## src/rtl/mclr_ram.sv

```systemverilog
`default_nettype none
module mclr_ram #(
    parameter int WIDTH = 32,
    parameter int DEPTH = 16,
    localparam int AW = (DEPTH > 1) ? $clog2(DEPTH) : 1
) (
    input  wire logic             i_clk,
    input  wire logic             i_we,
    input  wire logic [AW-1:0]    i_waddr,
    input  wire logic [WIDTH-1:0] i_wdata,
    input  wire logic             i_re,
    input  wire logic [AW-1:0]    i_raddr,
    output logic      [WIDTH-1:0] o_rdata
);
    logic [WIDTH-1:0] r_mem [DEPTH];
    logic [WIDTH-1:0] r_q;

    always_ff @(posedge i_clk) begin
        if (i_we) begin
            r_mem[i_waddr] <= i_wdata;
        end
        if (i_re) begin
            r_q <= r_mem[i_raddr];
        end
    end

    assign o_rdata = r_q;
endmodule
`default_nettype wire

```

## config.mk

```make
export PLATFORM = sky130hd
export DESIGN_NAME = mclr_ram
export DESIGN_NICKNAME = d
export VERILOG_FILES = /design/src/rtl/mclr_ram.sv
export SDC_FILE = /design/constraint.sdc
export NUM_CORES = 1
export LEC_CHECK = 0
export BUFFER_PORTS_ARGS = -buffer_cell sky130_fd_sc_hd__buf_2
export CAP_MARGIN = 0
export CORE_MARGIN = 5
export CORE_UTILIZATION = 55
export DETAILED_ROUTE_END_ITERATION = 16
export PLACE_DENSITY = 0.76
export SLEW_MARGIN = 20
export SYNTH_ARGS = -nofsm -noshare
export SYNTH_HDL_FRONTEND = slang
export SYNTH_SLANG_ARGS = --single-unit
```

## constraint.sdc

```tcl
create_clock -name i_clk -period 9.95 [get_ports i_clk]
set_input_delay 1.99 -clock i_clk [delete_from_list [all_inputs] [get_ports i_clk]]
set_output_delay 1.99 -clock i_clk [all_outputs]
set_load 0.005 [all_outputs]
```

==> impl_metrics.json <==
{
  "cellLeakagePower_nw": 7.25,
  "combPwrFrac": 0.046,
  "overflow": 0,
  "core_sq_um": 36400,
  "powerDensity_nw_per_um2": 204,
  "via_count": 9293,
  "ys_types": 17,
  "area_growth_pct": 13.0,
  "nFillCells": 2394,
  "die_h_um": 202,
  "fin_nets": 989,
  "crit_arrival_ns": 4.34,
  "synth_compound_area_frac": 0.0238,
  "path_clk_slew_ns": 0.06,
  "syn_avg_cell_area_sq_um": 24.1,
  "synth_xor_area_frac": 0,
  "wl_per_cell_um": 29.4,
  "synth_seq_cells": 544,
  "hold_class": "flip-flop to flip-flop",
  "final_hold_viol_count": 0,
  "rsz0062_at_grt": "no",
  "drive_above_1_share": 0.313,
  "fin_tns_setup_ns": 0,
  "clk_latency_ns": 0.57,
  "grt_max_degree": 72,
  "required_ns": 10.26,
  "fin_crit_sh": 0.405,
  "drv_cap": 0,
  "start_util": 0.554,
  "max_stage_delay_ns": 0.93,
  "cts_max_level": 2,
  "wirelength_um": 42700,
  "synthMuxAreaShare": 0.143,
  "netlist_area_sq_um": 20200,
  "relSlewSlack": 0.289,
  "worstSetupPathType": "primary input to flip-flop",
  "cpMostUsedCell": "buf_4",
  "antenna_found_initial": 5,
  "fin_cells": 1454,
  "internal-power_mw": 3.72,
  "crit_path_max_fanout": 71,
  "crit_chain": "buf_4 -> buf_4 -> mux4_2 -> a22oi_1 -> nand2_1",
  "drv_slew": 0,
  "cpLargestDelayFamily": "buffers and inverters",
  "post-route-min-period_ns": 4.03,
  "dieArea_sq_um": 40600,
  "drcViolationCount": 0,
  "grt_pass1_wl_um": 63400,
  "rows": 70,
  "cts_max_path_buffers": 3,
  "seq_area_frac_synth": 0.810,
  "grt_pass1_vias": 9684,
  "ctsResizeCount": 0,
  "critical_path_buf_inv_count": 2,
  "synth_top_family_by_area": "multiplexers",
  "syn_nets": 881,
  "cts_root_buffer": "clkbuf_16",
  "ir_drop_uv": 126,
  "cp-end-kind": "flip-flop",
  "cts_sinks": 544,
  "synthAdderAreaFrac": 0,
  "drtIter0Drc": 964,
  "p_sw_mw": 0.933,
  "postCtsSetupRepairBufs": 0,
  "clock_skew_ns": 0.0118,
  "synth-warning-count": 0,
  "cts_tree": "yes",
  "start_kind": "primary input",
  "placement.io_buffers": 74,
  "pin_count": 75,
  "max_clock_freq_mhz": 248,
  "worst_pin_slew_ns": 1.07,
  "first_pass_iters": 5,
  "pwr-share-clk": 0.396,
  "drt.antenna.violating_nets": 0,
  "yosys.area_share.simple": 0.0125,
  "status": "completed",
  "pwr-share-seq": 0.558,
  "syn_inst": 838,
  "die_w_um": 202,
  "slowest_stage": "buf_4",
  "p_sw_frac": 0.200,
  "track_usage": 0.211,
  "avgViaCountPerCell": 6.39,
  "cts_hold_buf": 0,
  "gp_congestion": 0.701,
  "dp_hpwl_um": 20000,
  "setup_viol": 0,
  "numCtsBuffers": 52,
  "place_inst": 1360
}
-- per-layer routing --
metal / track usage / vias to the layer above / wire length (um) / part of all wire
li1: - / 3813 / - / -
met1: 0.288 / 4986 / 16400 / 0.39
met2: 0.355 / 415 / 22300 / 0.52
met3: 0.0332 / 77 / 2850 / 0.067
met4: 0.0686 / 2 / 1060 / 0.025
met5: 0 / - / 7 / 0.00016
-- worst reg2reg max path, cell delays in order, from the launching register on --
cell      delay (ns)
edfxtp_1        0.42
mux4_2          0.54
a22oi_1         0.22
nand2_1         0.08
-- final timing paths --
path,from,to,slack [ns],cells past startpoint
setup reg to reg,r_mem[11][16]$_DFFE_PP_,o_rdata[16]$_DFFE_PP_,8.45,3
hold / removal,r_mem[15][31]$_DFFE_PP_,o_rdata[31]$_DFFE_PP_,0.74,3
hold reg to reg,r_mem[15][31]$_DFFE_PP_,o_rdata[31]$_DFFE_PP_,0.74,3
setup / recovery,i_raddr[1],o_rdata[24]$_DFFE_PP_,5.92,5
-- cell type report --
class | instances | area (sq um) | area share
flip-flops and latches | 544 | 16300 | 0.716
multi-input cells | 251 | 3750 | 0.164
clock buffers | 63 | 1340 | 0.0589
well taps | 468 | 586 | 0.0257
repair buffers | 97 | 554 | 0.0243
clock inverters | 25 | 220 | 0.00966
diodes | 6 | 15.0 | 0.000658
-- cells in the mapped netlist --
library cell / n / area, sq um
buf_4: 11 / 82.6
nor2b_1: 2 / 12.5
or3b_2: 1 / 8.76
nand2b_1: 2 / 12.5
edfxtp_1: 544 / 16300
nor3_1: 4 / 20.0
and2_1: 1 / 6.26
clkbuf_1: 17 / 63.8
buf_6: 2 / 22.5
buf_2: 4 / 20.0
nor2_1: 13 / 48.8
nand3b_1: 2 / 15.0
a22oi_1: 64 / 480
mux4_2: 128 / 2880
nand2_1: 33 / 124
nand3_1: 1 / 5.00
buf_1: 9 / 33.8
-- cells by family after synthesis --
logic type             count (synthesis)
multiplexers                         128
flip-flops                           544
buffers and inverters                 43
AO/OA/AOI/OAI                         64
AND/OR/NAND/NOR                       59
-- flip-flops by register name, indices dropped and copies added, names as in the netlist --
signal and count:
r_mem 512, o_rdata 32
-- power groups by stage --
stage / Sequential [mW] / Clock, mW / Combinational, mW
final: 2.60 / 1.84 / 0.214
after CTS: 2.60 / 1.87 / 0.218
after detailed placement: 2.65 / 0 / 0.216
after floorplan: 2.64 / 0 / 0.123
after global placement: 2.64 / 0 / 0.210
after global routing: 2.60 / 1.97 / 0.232
-- layout by cell type (no fill, tap or decap) --
| cell type | Yosys | final |
|---|---|---|
| buf_4 | 11 | 24 |
| clkbuf_1 | 17 | 11 |
| bufinv_16 | 0 | 4 |
| edfxtp_1 | 544 | 544 |
| clkinv_1 | 0 | 16 |
| clkbuf_16 | 0 | 52 |
| nor3_2 | 0 | 4 |
| buf_2 | 4 | 72 |
| clkinv_2 | 0 | 3 |
| mux4_2 | 128 | 128 |
| and2_2 | 0 | 1 |
| inv_6 | 0 | 1 |
| nand2_1 | 33 | 33 |
| a22oi_1 | 64 | 64 |
| nand3_1 | 1 | 1 |
| nor2_4 | 0 | 13 |
| nand2b_1 | 2 | 2 |
| or3b_2 | 1 | 1 |
| clkbuf_8 | 0 | 1 |
| diode_2 | 0 | 6 |
| clkinv_8 | 0 | 1 |
| nor2b_4 | 0 | 2 |
| nand3b_1 | 2 | 2 |
-- stage by stage --
| step | power, mW | instance area [sq um] | utilization | hold WS, ns | worst slack [ns] |
|---|---|---|---|---|---|
| 5_1_grt | 4.80 | 22800 | 0.626 | 0.770 | 5.75 |
| 2_1_floorplan | 2.77 | 20200 | - | 0.710 | 4.78 |
| 4_1_cts | 4.68 | 22800 | 0.625 | 0.743 | 5.87 |
| 6_report | 4.66 | 22800 | 0.626 | 0.736 | 5.92 |
| 3_5_place_dp | 2.86 | 21200 | 0.583 | 0.737 | 5.28 |
| 3_3_place_gp | 2.85 | 21200 | 0.583 | 0.718 | 5.33 |
No activity file was read; power rests on OpenSTA's default activity.
