`src/rtl/mclr_div.sv`:
```
`default_nettype none
module mclr_div (
    input  wire logic               i_clk,
    input  wire logic               i_rst_n,
    input  wire logic               i_start,
    input  wire logic signed [48:0] i_dividend,
    input  wire logic [15:0]        i_divisor,
    output logic                    o_done,
    output logic signed [32:0]      o_quotient
);
    logic        r_busy;
    logic        r_done;
    logic [5:0]  r_cnt;
    logic [16:0] r_rem;
    logic [48:0] r_dvd;
    logic [15:0] r_dsr;
    logic        r_neg;
    logic [16:0] rem_sh;
    logic        ge;

    assign rem_sh = {r_rem[15:0], r_dvd[48]};
    assign ge = rem_sh >= {1'b0, r_dsr};

    always_ff @(posedge i_clk) begin
        if (!i_rst_n) begin
            r_busy <= 1'b0;
            r_done <= 1'b0;
            r_cnt <= '0;
        end else begin
            r_done <= 1'b0;
            if (i_start) begin
                r_busy <= 1'b1;
                r_cnt <= 6'd49;
                r_rem <= '0;
                r_dsr <= i_divisor;
                r_neg <= i_dividend[48];
                r_dvd <= i_dividend[48] ? 49'(-i_dividend) : i_dividend;
            end else if (r_busy) begin
                r_rem <= ge ? (rem_sh - {1'b0, r_dsr}) : rem_sh;
                r_dvd <= {r_dvd[47:0], ge};
                r_cnt <= r_cnt - 6'd1;
                if (r_cnt == 6'd1) begin
                    r_busy <= 1'b0;
                    r_done <= 1'b1;
                end
            end
        end
    end

    assign o_done = r_done;
    assign o_quotient = r_neg ? -$signed(r_dvd[32:0]) : $signed(r_dvd[32:0]);
endmodule
`default_nettype wire

```
`config.mk`:
```
export PLATFORM = sky130hd
export DESIGN_NAME = mclr_div
export DESIGN_NICKNAME = d
export VERILOG_FILES = /design/src/rtl/mclr_div.sv
export SDC_FILE = /design/constraint.sdc
export NUM_CORES = 1
export LEC_CHECK = 0
export ABC_CLOCK_PERIOD_IN_PS = 3700
export BUFFER_PORTS_ARGS = -buffer_cell sky130_fd_sc_hd__clkbuf_2
export CELL_PAD_IN_SITES_DETAIL_PLACEMENT = 1
export CELL_PAD_IN_SITES_GLOBAL_PLACEMENT = 1
export CORE_MARGIN = 5
export CORE_UTILIZATION = 44
export DETAILED_ROUTE_END_ITERATION = 12
export PLACE_DENSITY = 0.82
export REMOVE_ABC_BUFFERS = 1
export SYNTH_ARGS = -nofsm -noshare
export SYNTH_HDL_FRONTEND = slang
export SYNTH_SLANG_ARGS = --single-unit
```
`constraint.sdc`:
```
create_clock -name i_clk -period 3.7 [get_ports i_clk]
set_input_delay 0 -clock i_clk [delete_from_list [all_inputs] [get_ports i_clk]]
set_output_delay 0 -clock i_clk [all_outputs]
set_load 0.1 [all_outputs]
```
==> results.md <==
- Status: complete, no violations
- Skew final: 0.00574 ns
- RSZ-0062 raised after global routing: false
- Mapped cell area: 0.00616 mm2
- Iter 0 DRT Violations: 276
- Largest net degree at the start of global routing: 71
- Min-Delay Path Class: in2reg
- Clk Latency, worst-skew pair: 0.35 ns
- Initial Util: 44.6%
- Number of routed nets with antenna violations: 0
- Final #Nets: 842
- CP max-delay cell: or4_1
- Layout cells sized above 1: 20.6%
- Die height: 128 um
- Crit path setup slack, layout: 0.172 ns
- DIE AREA: 0.0165 mm2
- Num rows: 43
- Endpoints failing hold: 0
- Switching share of power: 36.2%
- Overflow after GRT: 0
- Crit-path cells: or4_1 -> or3_1 -> or3_1 -> nor2_1 -> nand2_1 -> o41ai_1 -> xnor2_1 -> clkbuf_4
- Final setup TNS: 0 ns
- Post-synth EDFFs: 82
- Critical Path End Type: output pin
- First-pass GRT wire length: 28100 um
- Least-Margin Pin Slew: 1.06 ns
- Min Tclk post-route: 3.53 ns
- Part of the cycle the worst path needs: 95.3%
- Via count: 5256
- Max stage delay on crit path: 0.62 ns
- Syn_area_per_cell: 9.60 um2
- Setup CP Type: reg2out
- GP Congestion: 0.889
- Post-Syn Instances: 642
- Post-synthesis sequential area ratio: 42.6%
- CP most frequent cell: or3_1
- Vias in the first global route: 5701
- Pwr/cell area: 459 mW/mm2
- Switching power: 1.22 mW
- Clk sinks: 90
- CTS tree: done
- Yosys reg bits: 90
- # IOs: 102
- Arr. time, crit path: 3.53 ns
- Max cap viols: 0
- Sequential power share: 38.1%
- DR WL/cell: 18.2 um
- Clk root buf: clkbuf_16
- Fmax: 283 MHz
- Pre-CTS setup slack: 0.404 ns
- Max Slew Vio Count: 0
- Num CTS Buffers: 9
- Initial antenna violation count: 0
- Core area: 0.0138 mm2
- Clock share of power: 29.7%
- P&R area growth vs syn: 19.7%
- Maximum vdd drop: 0.296 mV
- YS warnings: 0
- First drt pass iteration count: 4
- Crit start category: flop
- Critical path peak fanout: 5
- Clk buf depth: 2
- Vias per cell: 5.60
- FFs w/ async S/R, synth: 0%
- Setup Fix Bufs, Post-CTS: 0
- H-tree Lvls: 3
- Setup Viol. Count Final: 0
- Netlist cell types: 48
- Drc violations: 0
- Leak pwr: 2.88 nW
- WL final: 17000 um
- Slew Limit Headroom: 29.3%
- N_diodes: 0
- Comb pwr share: 32.2%
- Prevailing post-synth register cell: edfxtp_1
- GRT Overall Usage: 21.3%
- Reg clk slew, reported paths: 0.06 ns
- Internal: 2.16 mW
- Port bufs: 101
- Die X: 128 um
- WHS: 0.0485 ns
- DPL Wire Length: 12800 um
- Data required time of the worst path: 3.70 ns
[routing by layer]
metal,wire length [um],vias to the layer above,global-route usage [%]
li1,-,2538,-
met1,7030,2584,25.2
met2,8960,105,38.2
met3,654,29,4.98
met4,399,0,6.55
met5,0,-,0
[path summary, 6_finish.rpt]
| path | from | to | slack [ns] | cells after the start |
|---|---|---|---|---|
| worst max-delay path | r_dvd[16]$_DFFE_PP_ | o_quotient[32] | 0.17 | 8 |
| worst min-delay path | i_dividend[0] | r_dvd[0]$_DFFE_PP_ | 0.05 | 3 |
| worst min register to register | r_cnt[1]$_SDFFE_PP0P_ | r_cnt[1]$_SDFFE_PP0P_ | 0.52 | 2 |
| worst max register to register | r_rem[6]$_SDFFCE_PP0P_ | r_rem[9]$_SDFFCE_PP0P_ | 0.87 | 9 |
[per-stage QoR]
step | cell area (um2) | power (mW) | utilization (%) | std cells
after floorplan | 6050 | 2.10 | - | 615
after global placement | 6850 | 2.34 | 49.6 | 905
after detailed placement | 6850 | 2.38 | 49.6 | 905
after CTS | 7360 | 3.41 | 53.2 | 938
after global routing | 7370 | 3.54 | 53.3 | 938
final | 7370 | 3.38 | 53.3 | 938
[cell type report]
type,count,area [um2]
timing repair buffer,127,751
multi-input combinational,495,3320
clock inverter,2,10.0
clock buffer,14,328
sequential,90,2620
inverter,30,113
tap,180,225
fill,1619,6450
[cells in the final DEF, fill, tap and decap left out, types with 17 or more instances in the layout]
| cell | netlist | final |
|---|---|---|
| clkbuf_2 | 0 | 97 |
| edfxtp_1 | 82 | 82 |
| nor2_1 | 74 | 74 |
| a21oi_1 | 53 | 53 |
| nand2_1 | 50 | 50 |
| xnor2_1 | 50 | 50 |
| xor2_1 | 44 | 44 |
| inv_1 | 30 | 30 |
| o21ai_0 | 28 | 27 |
| o31ai_1 | 21 | 21 |
| ha_1 | 20 | 20 |
| dlygate4sd3_1 | 0 | 17 |
[worst max-delay path: cells and delay by family, from the launching register on]
kind / cells / cell delay (ns)
and+or+nand+nor: 5 / 1.71
DFF: 1 / 0.43
buffers and inverters: 1 / 0.41
AOI/OAI and AO/OA: 1 / 0.37
xor gates and xnor gates: 1 / 0.25
[state kept, by name (all words and copies together), names as in the netlist]
name / count
o_done: 1
r_dvd: 49
r_cnt: 6
r_busy: 1
r_rem: 16
r_dsr: 16
r_neg: 1
[synthesized netlist by cell type, types with 5 or more instances]
library cell | count | share of area [%]
nor2b_1 | 5 | 0.51
o31ai_1 | 21 | 2.6
o21a_1 | 6 | 0.73
a21oi_1 | 53 | 4.3
nand3_1 | 7 | 0.57
xnor2_1 | 50 | 7.1
or3_1 | 13 | 1.3
nand4_1 | 6 | 0.61
ha_1 | 20 | 4.1
o21ai_0 | 28 | 2.3
a211oi_1 | 6 | 0.73
nor2_1 | 74 | 4.5
edfxtp_1 | 82 | 40
nand2_1 | 50 | 3.0
mux2_2 | 13 | 2.4
dfxtp_1 | 8 | 2.6
nand2b_1 | 12 | 1.2
xor2_1 | 44 | 6.3
inv_1 | 30 | 1.8
nor4_1 | 7 | 0.71
or4_1 | 12 | 1.5
nor3_1 | 11 | 0.89
clkbuf_1 | 22 | 1.3
mux2i_1 | 12 | 1.9
o41ai_1 | 9 | 1.3
or2_2 | 6 | 0.61
[kinds of logic after synthesis]
group | after synthesis | share of synthesized area, %
XOR/XNOR | 94 | 13.4
AO/OA/AOI/OAI | 141 | 14.6
buffers and inverters | 57 | 3.66
multiplexers | 25 | 4.33
adder cells (fa/ha/maj) | 21 | 4.39
AND/OR/NAND/NOR | 214 | 17.1
flip-flops | 90 | 42.6
[timing repair]
| action | 4_1_cts | 5_1_grt |
|---|---|---|
| resized for setup | 0 | 7 |
| endpoints found under the setup margin | 0 | 4 |
| hold buffers | 17 | 0 |
| endpoints found under the hold margin | 19 | 0 |
[power by group through the flow]
stage	sequential, mW	combinational [mW]	clock, mW
after floorplan	1.29	0.807	0
after global placement	1.30	1.04	0
after detailed placement	1.31	1.07	0
after CTS	1.29	1.10	1.02
after global routing	1.30	1.18	1.06
final	1.29	1.09	1.00
Power figures use the tool's default switching activity.
